--- src/hw/rtl/rtt_pkg.sv ---
// shared types and codes for the retrying timeout table
`default_nettype none
package rtt_pkg;

	localparam int KEY_W   = 32;
	localparam int TIME_W  = 32;
	localparam int TRIES_W = 8;
	localparam int FUNC_W  = 2;
	localparam int KIND_W  = 3;

	localparam logic [FUNC_W-1:0] FN_ARM     = 2'd0;
	localparam logic [FUNC_W-1:0] FN_CANCEL  = 2'd1;
	localparam logic [FUNC_W-1:0] FN_ADVANCE = 2'd2;
	localparam logic [FUNC_W-1:0] FN_NONE    = 2'd3;

	localparam logic [KIND_W-1:0] KD_ARMED     = 3'd0;
	localparam logic [KIND_W-1:0] KD_FULL      = 3'd1;
	localparam logic [KIND_W-1:0] KD_CANCELLED = 3'd2;
	localparam logic [KIND_W-1:0] KD_NOT_FOUND = 3'd3;
	localparam logic [KIND_W-1:0] KD_RETRY     = 3'd4;
	localparam logic [KIND_W-1:0] KD_EXPIRED   = 3'd5;
	localparam logic [KIND_W-1:0] KD_NEXT      = 3'd6;

	localparam logic REG_CEILING = 1'b0;
	localparam logic [TIME_W-1:0] CEILING_RESET = 32'hFFFF_FFFF;

	typedef struct packed {
		logic [KEY_W-1:0]   key;
		logic [TIME_W-1:0]  remaining;
		logic [TIME_W-1:0]  reload;
		logic [TRIES_W-1:0] tries;
		logic               retry_on;
	} entry_t;

	typedef struct packed {
		logic load;
		logic rd_en;
		logic go;
		logic close_emit;
	} ctrl_cmd_t;

	typedef struct packed {
		logic [FUNC_W-1:0] func;
		logic              ev;
		logic              term;
		logic              out_free;
	} dp_status_t;

endpackage
`default_nettype wire

--- src/hw/rtl/retrying_timeout_table_unit.sv ---
// top level of the retrying timeout table
// A table of ENTRIES keyed one-shot timers with retries. Each input transfer arms,
// cancels or advances; a transfer with func none gives no result. Each operation
// walks the slot table through the read port of the table ram, one slot behind the
// read address, at one slot per cycle while no slot event waits for the downstream
// side to take the result register. An advance walks every slot and ends with the
// closing next-timeout result (accept, slot reads, slot updates one behind the
// reads, closing result); an arm or cancel ends at the first matching slot, or with
// a closing table full or not found result after the last slot.
// Write the configuration only while no operation is in flight.
`default_nettype none
module retrying_timeout_table_unit #(
	parameter int ENTRIES = 16
) (
	input  wire logic         clk,
	input  wire logic         arst_n,
	// slave side
	input  wire logic         s_tvalid,
	output logic              s_tready,
	input  wire logic [111:0] s_tdata, // key, timeout, tries, retry_enabled, elapsed, zero pad
	input  wire logic [1:0]   s_tuser, // func
	// master side
	output logic              m_tvalid,
	input  wire logic         m_tready,
	output logic      [71:0]  m_tdata, // key_res, next_timeout, has_next, zero pad
	output logic      [2:0]   m_tuser, // kind
	output logic              m_tlast,
	// apb configuration
	input  wire logic         psel,
	input  wire logic         penable,
	input  wire logic         pwrite,
	input  wire logic [2:0]   paddr,
	input  wire logic [31:0]  pwdata,
	output logic      [31:0]  prdata,
	output logic              pready
);
	localparam int IDX_W = (ENTRIES > 1) ? $clog2(ENTRIES) : 1;

	rtt_pkg::ctrl_cmd_t         cmd;
	rtt_pkg::dp_status_t        sts;
	logic [IDX_W-1:0]           rd_idx;
	logic [IDX_W-1:0]           proc_idx;
	logic [rtt_pkg::TIME_W-1:0] ceiling;

	rtt_regs u_regs (
		.clk     (clk),
		.arst_n  (arst_n),
		.psel    (psel),
		.penable (penable),
		.pwrite  (pwrite),
		.paddr   (paddr),
		.pwdata  (pwdata),
		.prdata  (prdata),
		.pready  (pready),
		.ceiling (ceiling)
	);

	rtt_ctrl #(
		.ENTRIES (ENTRIES)
	) u_ctrl (
		.clk      (clk),
		.arst_n   (arst_n),
		.in_valid (s_tvalid),
		.in_ready (s_tready),
		.sts      (sts),
		.cmd      (cmd),
		.rd_idx   (rd_idx),
		.proc_idx (proc_idx)
	);

	rtt_datapath #(
		.ENTRIES (ENTRIES)
	) u_datapath (
		.clk      (clk),
		.arst_n   (arst_n),
		.cmd      (cmd),
		.sts      (sts),
		.rd_idx   (rd_idx),
		.proc_idx (proc_idx),
		.ceiling  (ceiling),
		.in_data  (s_tdata),
		.in_user  (s_tuser),
		.m_tvalid (m_tvalid),
		.m_tready (m_tready),
		.m_tdata  (m_tdata),
		.m_tuser  (m_tuser),
		.m_tlast  (m_tlast)
	);

endmodule
`default_nettype wire

--- src/hw/rtl/rtt_ram.sv ---
// generic single-port-write ram with registered read
`default_nettype none
module rtt_ram #(
	parameter int WIDTH = 8,
	parameter int DEPTH = 16,
	localparam int AW = (DEPTH > 1) ? $clog2(DEPTH) : 1
) (
	input  wire logic                 clk,
	input  wire logic                 we,
	input  wire logic [AW-1:0]        waddr,
	input  wire logic [WIDTH-1:0]     wdata,
	input  wire logic                 re,
	input  wire logic [AW-1:0]        raddr,
	output logic      [WIDTH-1:0]     rdata
);
	logic [WIDTH-1:0] mem_q [DEPTH];
	logic [WIDTH-1:0] rdata_q;

	always_ff @(posedge clk) begin
		if (we) begin
			mem_q[waddr] <= wdata;
		end
		if (re) begin
			rdata_q <= mem_q[raddr];
		end
	end

	assign rdata = rdata_q;

endmodule
`default_nettype wire

--- src/hw/rtl/rtt_regs.sv ---
// configuration register block on the apb port
`default_nettype none
module rtt_regs (
	input  wire logic        clk,
	input  wire logic        arst_n,
	input  wire logic        psel,
	input  wire logic        penable,
	input  wire logic        pwrite,
	input  wire logic [2:0]  paddr,
	input  wire logic [31:0] pwdata,
	output logic      [31:0] prdata,
	output logic             pready,
	output logic      [rtt_pkg::TIME_W-1:0] ceiling
);
	logic [rtt_pkg::TIME_W-1:0] ceiling_q;
	logic                       wr_ceiling;

	assign pready     = 1'b1;
	assign wr_ceiling = psel && penable && pwrite && (paddr[2] == rtt_pkg::REG_CEILING);

	always_ff @(posedge clk or negedge arst_n) begin
		if (!arst_n) begin
			ceiling_q <= rtt_pkg::CEILING_RESET;
		end else if (wr_ceiling) begin
			ceiling_q <= pwdata;
		end
	end

	always_comb begin
		unique case (paddr[2])
			rtt_pkg::REG_CEILING: prdata = ceiling_q;
			default:              prdata = 32'd0;
		endcase
	end

	assign ceiling = ceiling_q;

endmodule
`default_nettype wire

--- src/hw/rtl/rtt_ctrl.sv ---
// sequencer: slot scan counter, read stage and op state machine
`default_nettype none
module rtt_ctrl #(
	parameter int ENTRIES = 16,
	localparam int IDX_W = (ENTRIES > 1) ? $clog2(ENTRIES) : 1
) (
	input  wire logic                clk,
	input  wire logic                arst_n,
	input  wire logic                in_valid,
	output logic                     in_ready,
	input  wire rtt_pkg::dp_status_t sts,
	output rtt_pkg::ctrl_cmd_t       cmd,
	output logic [IDX_W-1:0]         rd_idx,
	output logic [IDX_W-1:0]         proc_idx
);
	localparam int CNT_W = $clog2(ENTRIES + 1);

	localparam logic [1:0] ST_IDLE  = 2'd0;
	localparam logic [1:0] ST_SCAN  = 2'd1;
	localparam logic [1:0] ST_CLOSE = 2'd2;

	logic [1:0]       state_q, state_d;
	logic [CNT_W-1:0] rd_cnt_q;
	logic             stage_vld_s1;
	logic [IDX_W-1:0] idx_s1;
	logic             scan_on, stall, go, rd_en, cnt_done, is_last, load;

	assign in_ready = (state_q == ST_IDLE);
	assign load     = in_valid && in_ready;
	assign cnt_done = (rd_cnt_q == CNT_W'(ENTRIES));
	assign is_last  = (idx_s1 == IDX_W'(ENTRIES - 1));
	assign scan_on  = (state_q == ST_SCAN) && (sts.func != rtt_pkg::FN_NONE);
	assign stall    = scan_on && stage_vld_s1 && sts.ev && !sts.out_free;
	assign go       = scan_on && stage_vld_s1 && !stall;
	assign rd_en    = scan_on && !cnt_done && !stall;

	assign cmd.load       = load;
	assign cmd.rd_en      = rd_en;
	assign cmd.go         = go;
	assign cmd.close_emit = (state_q == ST_CLOSE) && sts.out_free;

	assign rd_idx   = rd_cnt_q[IDX_W-1:0];
	assign proc_idx = idx_s1;

	always_comb begin
		state_d = state_q;
		unique case (state_q)
			ST_IDLE: begin
				if (load) begin
					state_d = ST_SCAN;
				end
			end
			ST_SCAN: begin
				if (sts.func == rtt_pkg::FN_NONE) begin
					state_d = ST_IDLE;
				end else if (go && sts.term) begin
					state_d = ST_IDLE;
				end else if (go && is_last) begin
					state_d = ST_CLOSE;
				end
			end
			ST_CLOSE: begin
				if (sts.out_free) begin
					state_d = ST_IDLE;
				end
			end
			default: state_d = ST_IDLE;
		endcase
	end

	always_ff @(posedge clk or negedge arst_n) begin
		if (!arst_n) begin
			state_q      <= ST_IDLE;
			rd_cnt_q     <= '0;
			stage_vld_s1 <= 1'b0;
			idx_s1       <= '0;
		end else begin
			state_q <= state_d;
			if (load) begin
				rd_cnt_q     <= '0;
				stage_vld_s1 <= 1'b0;
			end else begin
				if (rd_en) begin
					rd_cnt_q <= rd_cnt_q + CNT_W'(1);
				end
				if (!stall) begin
					stage_vld_s1 <= rd_en;
					idx_s1       <= rd_idx;
				end
			end
		end
	end

endmodule
`default_nettype wire

--- src/hw/rtl/rtt_datapath.sv ---
// item registers, slot table, per-slot update, shortest search and output register
`default_nettype none
module rtt_datapath #(
	parameter int ENTRIES = 16,
	localparam int IDX_W = (ENTRIES > 1) ? $clog2(ENTRIES) : 1
) (
	input  wire logic                clk,
	input  wire logic                arst_n,
	input  wire rtt_pkg::ctrl_cmd_t  cmd,
	output rtt_pkg::dp_status_t      sts,
	input  wire logic [IDX_W-1:0]    rd_idx,
	input  wire logic [IDX_W-1:0]    proc_idx,
	input  wire logic [rtt_pkg::TIME_W-1:0] ceiling,
	input  wire logic [111:0]        in_data,
	input  wire logic [1:0]          in_user,
	output logic                     m_tvalid,
	input  wire logic                m_tready,
	output logic [71:0]              m_tdata,
	output logic [2:0]               m_tuser,
	output logic                     m_tlast
);
	logic [rtt_pkg::FUNC_W-1:0]  func_q;
	logic [rtt_pkg::KEY_W-1:0]   key_q;
	logic [rtt_pkg::TIME_W-1:0]  timeout_q;
	logic [rtt_pkg::TRIES_W-1:0] tries_q;
	logic                        retry_q;
	logic [rtt_pkg::TIME_W-1:0]  elapsed_q;

	logic [ENTRIES-1:0]          valid_q;
	logic [rtt_pkg::TIME_W-1:0]  best_q;
	logic                        found_q;

	logic                        out_vld_q;
	logic [rtt_pkg::KIND_W-1:0]  out_kind_q;
	logic [rtt_pkg::KEY_W-1:0]   out_key_q;
	logic [rtt_pkg::TIME_W-1:0]  out_nt_q;
	logic                        out_has_q;
	logic                        out_last_q;

	rtt_pkg::entry_t             rdata, wdata;
	logic                        we;
	logic                        slot_vld, key_hit, fits, can_retry;
	logic                        ev, term, set_vld, clr_vld, still_vld;
	logic [rtt_pkg::KIND_W-1:0]  ev_kind;
	logic [rtt_pkg::TIME_W-1:0]  new_rem, lim;
	logic                        qualify, out_free;

	rtt_ram #(
		.WIDTH ($bits(rtt_pkg::entry_t)),
		.DEPTH (ENTRIES)
	) u_table (
		.clk   (clk),
		.we    (we),
		.waddr (proc_idx),
		.wdata (wdata),
		.re    (cmd.rd_en),
		.raddr (rd_idx),
		.rdata (rdata)
	);

	assign slot_vld  = valid_q[proc_idx];
	assign key_hit   = (rdata.key == key_q);
	assign fits      = (elapsed_q < rdata.remaining);
	assign can_retry = (rdata.tries != '0) && rdata.retry_on;
	assign out_free  = !out_vld_q || m_tready;
	assign lim       = found_q ? best_q : ceiling;

	always_comb begin
		ev        = 1'b0;
		term      = 1'b0;
		ev_kind   = rtt_pkg::KD_ARMED;
		we        = 1'b0;
		wdata     = rdata;
		set_vld   = 1'b0;
		clr_vld   = 1'b0;
		still_vld = 1'b0;
		new_rem   = rdata.remaining;
		case (func_q)
			rtt_pkg::FN_ARM: begin
				ev      = !slot_vld;
				term    = !slot_vld;
				ev_kind = rtt_pkg::KD_ARMED;
				we      = !slot_vld;
				set_vld = !slot_vld;
				wdata.key       = key_q;
				wdata.remaining = timeout_q;
				wdata.reload    = timeout_q;
				wdata.tries     = tries_q;
				wdata.retry_on  = retry_q;
			end
			rtt_pkg::FN_CANCEL: begin
				ev      = slot_vld && key_hit;
				term    = slot_vld && key_hit;
				ev_kind = rtt_pkg::KD_CANCELLED;
				clr_vld = slot_vld && key_hit;
			end
			rtt_pkg::FN_ADVANCE: begin
				if (slot_vld) begin
					if (fits) begin
						new_rem   = rdata.remaining - elapsed_q;
						we        = 1'b1;
						still_vld = 1'b1;
					end else if (can_retry) begin
						new_rem     = rdata.reload;
						wdata.tries = rdata.tries - rtt_pkg::TRIES_W'(1);
						we          = 1'b1;
						still_vld   = 1'b1;
						ev          = 1'b1;
						ev_kind     = rtt_pkg::KD_RETRY;
					end else begin
						clr_vld = 1'b1;
						ev      = 1'b1;
						ev_kind = rtt_pkg::KD_EXPIRED;
					end
				end
				wdata.remaining = new_rem;
			end
			default: begin
				ev = 1'b0;
			end
		endcase
		we = we && cmd.go;
	end

	assign qualify = still_vld && (new_rem != '0) && (new_rem < lim);

	assign sts.func     = func_q;
	assign sts.ev       = ev;
	assign sts.term     = term;
	assign sts.out_free = out_free;

	always_ff @(posedge clk) begin
		if (cmd.load) begin
			func_q    <= in_user;
			key_q     <= in_data[31:0];
			timeout_q <= in_data[63:32];
			tries_q   <= in_data[71:64];
			retry_q   <= in_data[72];
			elapsed_q <= in_data[104:73];
		end
	end

	always_ff @(posedge clk or negedge arst_n) begin
		if (!arst_n) begin
			valid_q <= '0;
			found_q <= 1'b0;
			best_q  <= '0;
		end else begin
			if (cmd.go && set_vld) begin
				valid_q[proc_idx] <= 1'b1;
			end
			if (cmd.go && clr_vld) begin
				valid_q[proc_idx] <= 1'b0;
			end
			if (cmd.load) begin
				found_q <= 1'b0;
				best_q  <= '0;
			end else if (cmd.go && qualify) begin
				found_q <= 1'b1;
				best_q  <= new_rem;
			end
		end
	end

	// result register: slot events or the closing result
	always_ff @(posedge clk or negedge arst_n) begin
		if (!arst_n) begin
			out_vld_q <= 1'b0;
		end else if (cmd.go && ev) begin
			out_vld_q <= 1'b1;
		end else if (cmd.close_emit) begin
			out_vld_q <= 1'b1;
		end else if (m_tready) begin
			out_vld_q <= 1'b0;
		end
	end

	always_ff @(posedge clk) begin
		if (cmd.go && ev) begin
			out_kind_q <= ev_kind;
			out_key_q  <= (func_q == rtt_pkg::FN_ADVANCE) ? rdata.key : key_q;
			out_nt_q   <= '0;
			out_has_q  <= 1'b0;
			out_last_q <= term;
		end else if (cmd.close_emit) begin
			out_last_q <= 1'b1;
			case (func_q)
				rtt_pkg::FN_ARM: begin
					out_kind_q <= rtt_pkg::KD_FULL;
					out_key_q  <= key_q;
					out_nt_q   <= '0;
					out_has_q  <= 1'b0;
				end
				rtt_pkg::FN_CANCEL: begin
					out_kind_q <= rtt_pkg::KD_NOT_FOUND;
					out_key_q  <= key_q;
					out_nt_q   <= '0;
					out_has_q  <= 1'b0;
				end
				default: begin
					out_kind_q <= rtt_pkg::KD_NEXT;
					out_key_q  <= '0;
					out_nt_q   <= found_q ? best_q : '0;
					out_has_q  <= found_q;
				end
			endcase
		end
	end

	assign m_tvalid = out_vld_q;
	assign m_tuser  = out_kind_q;
	assign m_tlast  = out_last_q;
	assign m_tdata  = {7'd0, out_has_q, out_nt_q, out_key_q};

endmodule
`default_nettype wire
--- config.mk ---
export PLATFORM = sky130hd
export DESIGN_NAME = retrying_timeout_table_unit
export DESIGN_NICKNAME = d
export VERILOG_FILES = /design/src/hw/rtl/rtt_pkg.sv /design/src/hw/rtl/retrying_timeout_table_unit.sv /design/src/hw/rtl/rtt_ram.sv /design/src/hw/rtl/rtt_regs.sv /design/src/hw/rtl/rtt_ctrl.sv /design/src/hw/rtl/rtt_datapath.sv
export SDC_FILE = /design/constraint.sdc
export NUM_CORES = 2
export LEC_CHECK = 0
export BUFFER_PORTS_ARGS = -buffer_cell sky130_fd_sc_hd__buf_4
export CAP_MARGIN = 15
export CORE_MARGIN = 2
export CORE_UTILIZATION = 56
export CTS_CLUSTER_DIAMETER = 30
export DETAILED_ROUTE_END_ITERATION = 10
export MAX_ROUTING_LAYER = met4
export PLACE_DENSITY = 0.75
export SYNTH_ARGS = -nofsm -noshare
export SYNTH_HDL_FRONTEND = slang
export SYNTH_SLANG_ARGS = --single-unit
--- constraint.sdc ---
create_clock -name clk -period 13.1 [get_ports clk]
set_clock_uncertainty 0.15 [all_clocks]
set_input_delay 1.965 -clock clk [delete_from_list [all_inputs] [get_ports clk]]
set_output_delay 1.965 -clock clk [all_outputs]
set_load 0.05 [all_outputs]
After elaboration in Yosys (flattened, before gate mapping). Memories as Yosys holds them, arrays and structs flattened. A register that Yosys moved wholly into a read port is not among the register bits. Index checks and enable logic that the tools add are counted.

Memories: 1. Flip-flop bits (word level): 270. RAM bits: 1680. Logic and storage cells: 157.

$add $sub $neg: 3. Bitwise logic cells: 6. $lt $le $gt $ge: 4. Reductions and logical operators: 41. Mux-type cells: 69. Equal/unequal tests: 13.

Memories: u_datapath.u_table.mem_q (words 16, width 105, read ports 1, clocked after memory_dff 1, write ports 1, line rtt_ram.sv:16) `logic [WIDTH-1:0] mem_q [DEPTH];`.

Operator list (number): 2-to-1 mux 32 bit (16); less-than comparator 32 bit (2); one-hot mux 32 bit (2 select lines) (1); == test 32 bit (1); 2-to-1 mux 16 bit (2); nonzero test 32 bit (1); subtractor 32 bit (1); 2-to-1 mux 1 bit (26); logical AND 1 bit (24); 2-to-1 mux 8 bit (3); AND 16 bit (1); NOT 16 bit (1); OR 16 bit (1); one-hot mux 8 bit (2 select lines) (1); 2-to-1 mux 3 bit (4); one-hot mux 3 bit (2 select lines) (2); 2-to-1 mux 2 bit (5); 2-to-1 mux 5 bit (2); nonzero test 8 bit (1); subtractor 8 x 1 -> 8 bit, second input constant (1); == test 2 bit, second input constant (3); != test 2 bit, second input constant (3); one-hot mux 1 bit (2 select lines) (3); one-hot mux 2 bit (3 select lines) (1); other kinds (20) (30).

Logic depth before layout (Yosys ltp).
Depth in word-level cells: 13. Mapped depth: 29. Gate-level depth less buffers: 26.

By module. Synthesis repeated with hierarchy kept, for this count alone.

Cells, all modules: 4286. Area total of the unflattened synthesis: 82740.6 um2.

Modules (own cells, without submodules): rtt_ram (sequential area each 53601.4 um2, cells each 2688, instances 1, area each 65990.8 um2); rtt_datapath (sequential area each 6206.0 um2, cells each 1426, instances 1, area each 14442.6 um2); rtt_regs (sequential area each 840.8 um2, cells each 105, instances 1, area each 1594.0 um2); rtt_ctrl (sequential area each 300.3 um2, cells each 67, instances 1, area each 713.2 um2).

Least setup slack after synthesis. OpenSTA, ideal clock, no wires.

Path kind: register to register. Start: register u_datapath.u_table.rdata_q[57] (netlist: u_datapath.u_table.rdata[57]), read port of u_datapath.u_table.mem_q. End: memory u_datapath.u_table.mem_q[1][0] (netlist bit), enable pin. Clock period less this slack: 13459 ps. Setup slack: -359 ps. Arrival time: 12483 ps. Cell stages (with the launch flop): 12. Cell sequence: edfxtp_1 -> ha_1 -> clkbuf_1 -> and4_1 -> clkbuf_1 -> nand2_1 -> a211oi_2 -> a21oi_4 -> a21oi_2 -> clkbuf_1 -> o21ai_1 -> nor4_1.

Longest elaborated chain between the ends: 11. Elaborated cells on any way between the ends: 14. Classes of those cells: order compare: 1; mux: 8; reduce/logical: 5.

RTL lines: start, declared (line rtt_ram.sv:17) `logic [WIDTH-1:0] rdata_q;`; less-than comparator 32 bit (*) (line rtt_datapath.sv:63) `assign fits = (elapsed_q < rdata.remaining);`; 2-to-1 mux 1 bit (line rtt_datapath.sv:99) `if (fits) begin`; 2-to-1 mux 1 bit (line rtt_datapath.sv:98) `if (slot_vld) begin`; one-hot mux 1 bit (3 select lines) (line rtt_datapath.sv:78) `case (func_q)`; logical AND 1 bit (2 in series) (line rtt_ctrl.sv:33) `assign stall = scan_on && stage_vld_s1 && sts.ev && !sts.out_free;`; logical NOT 1 bit (line rtt_ctrl.sv:34) `assign go = scan_on && stage_vld_s1 && !stall;`; logical AND 1 bit (line rtt_ctrl.sv:34); logical AND 1 bit (*) (line rtt_datapath.sv:122) `we = we && cmd.go;`; 2-to-1 mux 1 bit (*) (line rtt_ram.sv:20) `if (we) begin`; 2-to-1 mux 1 bit (not written as such) (*) (line rtt_ram.sv:21) `mem_q[waddr] <= wdata;`; end, declared (line rtt_ram.sv:16).

Mark *: on every way between the ends. The rest lies on a longest branch, timed or not.

Worst setup path in the final report.
Start: register u_datapath.u_table.rdata_q[44] (netlist: u_datapath.u_table.rdata[44]), read port of u_datapath.u_table.mem_q. End: register u_datapath.best_q[2] (netlist bit).

Longest elaborated chain between the ends: 10. Elaborated cells on any way between the ends: 24. Classes of those cells: add/sub: 1; order compare: 2; mux: 12; reduce/logical: 9.

RTL lines: branches (longest 10 deep; another with subtractor 32 bit); end signal, assigned (line rtt_datapath.sv:160) `best_q <= new_rem;`; end, declared (line rtt_datapath.sv:30) `logic [rtt_pkg::TIME_W-1:0] best_q;`.

Several ways; the timed one is not identified. The select of a mux whose other input is x is not followed. A chain may end at the register's enable or synchronous reset.

==> flow_metrics.py <==
metrics = {
    "placement": {
        "portBuffers": 249,
        "place_congestion": 0.916,
        "place_ws_ns": 5.91,
        "dp_cells": 6104,
        "hpwl_mm": 107,
    },
    "cells_and_area": {
        "final_cell_count_no_fill": 6790,
        "area_growth_pct": 21.2,
        "max_flop_register": "u_datapath.u_table.mem_q",
        "final_util": 0.684,
        "drive_gt1_frac": 0.336,
        "nets": 4804,
        "largest_reg_flops": 1680,
    },
    "worst_hold_path": {
        "hold_class": "reg2reg",
    },
    "yosys": {
        "ys_ff_latch": 2055,
        "yosysMostFrequentCell": "edfxtp_1",
        "synth.area.top_cells": "edfxtp_1 70%, mux4_2 14%, dfrtp_1 1.9%",
        "syn_area_sq_um": 82300,
        "yosysTopAreaCellShare": 0.704,
        "syn_inst": 4057,
        "synth_top_area_cell": "edfxtp_1",
        "netlist_top_cells_count": "1,928 x edfxtp_1, 525 x mux4_2, 163 x nand2_1",
        "synth_edf_count": 1928,
        "syn_avg_cell_area_sq_um": 20.3,
        "synth_warnings": 0,
        "dominantRegCellSynth": "edfxtp_1",
        "yosysSeqAreaShare": 0.741,
        "yosysUniqueCellTypes": 87,
        "ys_async_sr_fraction": 0.0457,
    },
    "floorplanning": {
        "die_w_microns": 387,
        "dieArea_sq_um": 150000,
        "ios": 267,
        "start_util": 0.565,
        "core-area_sq_um": 146000,
        "die_y_microns": 387,
        "num_rows": 140,
    },
    "clocking": {
        "htreeDepth": 5,
        "clock_sinks": 2055,
        "worstSkewPairLatency_ns": 0.95,
        "cts_buffers": 379,
        "clkTransAtPathRegs_ns": 0.05,
        "clockBufferDepth": 4,
        "hold_buffers": 0,
        "clock_tree.root_cell": "clkbuf_16",
        "cts_tree": "done",
        "post-cts-setup-buffers": 0,
        "cts_resized": 0,
    },
    "grt": {
        "grt_pass1_vias": 47400,
        "grt_max_degree": 153,
        "grt_first_pass_wirelength_mm": 337,
        "grt_antenna_before_repair": 4,
        "grt.total_usage": 0.323,
        "grt_overflow": 0,
    },
    "sta": {
        "setup_ws_ns": 5.68,
        "setup_tns_ns": 0,
        "worstMarginPinSlew_ns": 1.23,
        "hold_violations": 0,
        "max_freq_mhz": 135,
        "fin_crit_ns": 7.42,
        "slew_viol_final": 0,
        "layout_worst_path_cycle_share": 0.566,
        "slew_headroom": 0.173,
        "rsz0062_at_grt": "no",
        "setup_violations": 0,
    },
    "critical_path": {
        "worst-endpoint-arrival_ns": 8.04,
        "path_class": "reg2reg",
        "worstPathRequired_ns": 13.72,
        "setup.worst_path.start_class": "flip-flop",
        "worst_setup_path_end_kind": "flip-flop",
        "critPathMaxFanout": 33,
    },
    "status": {
        "outcome": "complete, no violations",
    },
    "drt": {
        "routed_wl_mm": 235,
        "drt_pass1_iterations": 9,
        "vias_per_cell": 6.78,
        "postRouteAntennaNets": 0,
        "drc": 0,
        "initialDrtViolationCount": 6607,
        "wire_per_inst_microns": 34.6,
        "num_vias": 46100,
    },
    "pwr": {
        "power_density_nw_per_um2": 251,
        "power_uw": 25000,
        "irDropWorstVdd_mv": 0.175,
        "p_leak_uw": 0.0335,
    },
    "flow_run": {
        "max_cap_viol_count": 0,
    },
}
## routing by layer
layer	up-vias	wire length, microns	global-route usage
met4	0	8430	0.114
met2	3683	115000	0.501
li1	17900	-	-
met5	-	0	-
met1	23900	85100	0.424
met3	565	26700	0.0772
## worst max-delay path, cell delays in order, from the launching register on
cell	delay [ns]
edfxtp_1	0.57
ha_1	0.47
a21oi_1	0.11
a21oi_1	0.46
o21ai_1	0.28
a211oi_2	0.37
a21o_2	0.58
nand2_2	0.45
o221a_2	0.39
a22oi_1	0.49
inv_1	0.11
ha_1	0.32
a21oi_1	0.13
nor2b_1	0.05
o21ai_0	0.14
nand2b_1	0.07
a221o_1	0.34
a211o_1	0.29
o211ai_1	0.08
nand4_1	0.11
a31oi_1	0.24
a21boi_4	0.20
buf_4	0.44
mux2_2	0.39
## logic make-up (layout without fill, tap and decap cells)
logic type,after synthesis,in the layout,synth area share
buf+inv,307,1113,0.0149
compound gates,452,452,0.0374
simple gates,427,427,0.0253
mux,679,679,0.164
fa+ha+maj,72,72,0.0110
flops,2055,2055,0.741
other cells,2,12,0.0000913
xor+xnor,63,63,0.00670
## placed cells by master (no fill, tap or decap), types with 12 or more instances in the layout
cell type	Yosys	final
clkinv_4	0	15
mux2_2	82	82
dfxtp_1	33	33
dfstp_2	32	32
nor3_1	31	22
a21oi_1	113	113
o21ai_0	84	82
nor4_1	18	12
inv_6	0	23
a22oi_1	18	18
nor2_1	75	71
a22o_1	66	66
nor2b_1	40	38
nand2_1	163	163
buf_4	11	332
clkinvlp_4	0	28
buf_12	0	19
mux4_2	525	525
xor2_1	43	43
ha_1	71	69
o21ai_1	11	12
nand2b_1	14	14
mux2i_1	67	67
a21o_1	23	23
clkinv_1	1	56
and2_1	16	16
edfxtp_1	1928	1928
clkinv_2	0	60
o221ai_1	20	20
o211ai_1	19	19
clkbuf_1	156	35
a221o_1	12	12
clkbuf_16	0	390
bufinv_16	0	59
nand3_1	19	19
inv_1	84	82
dfrtp_1	62	57
nand4_1	26	26
xnor2_1	20	20
## final cells by class
type	instances	area, sq um
Antenna cell	4	10.0
Timing Repair Buffer	354	2910
Clock inverter	243	2880
Clock buffer	431	9970
Sequential cell	2055	61000
Inverter	85	324
Tap cell	1917	2400
Multi-Input combinational cell	1701	20300
Fill cell	8557	46000
## power by group
| group | internal (uW) | switching (uW) | total (uW) |
|---|---|---|---|
| Sequential | 8590 | 528 | 9120 |
| Combinational | 2280 | 3720 | 6010 |
| Clock | 6590 | 3280 | 9880 |
## worst paths after layout
kind | start | to | slack [ns] | cells after the start
min in group asynchronous | arst_n | u_datapath.valid_q[11] | 0.82 | 1
worst max register to register | u_datapath.u_table.rdata[44] | u_datapath.best_q[2] | 5.68 | 23
worst min-delay path | u_datapath.best_q[2] | u_datapath.out_nt_q[2] | 0.33 | 1
max in group asynchronous | arst_n | u_datapath.found_q | 10.71 | 2
worst max-delay path | u_datapath.u_table.rdata[44] | u_datapath.best_q[2] | 5.68 | 23
worst min register to register | u_datapath.best_q[2] | u_datapath.out_nt_q[2] | 0.33 | 1
## through the flow
stage | area (sq um) | hold slack, ns
global placement | 86800 | 0.301
detailed placement | 86800 | 0.317
CTS | 99700 | 0.328
global route | 99700 | 0.350
floorplan | 82300 | 0.278
finish | 99700 | 0.330
Note: power is estimated with default switching activity, not from simulation.
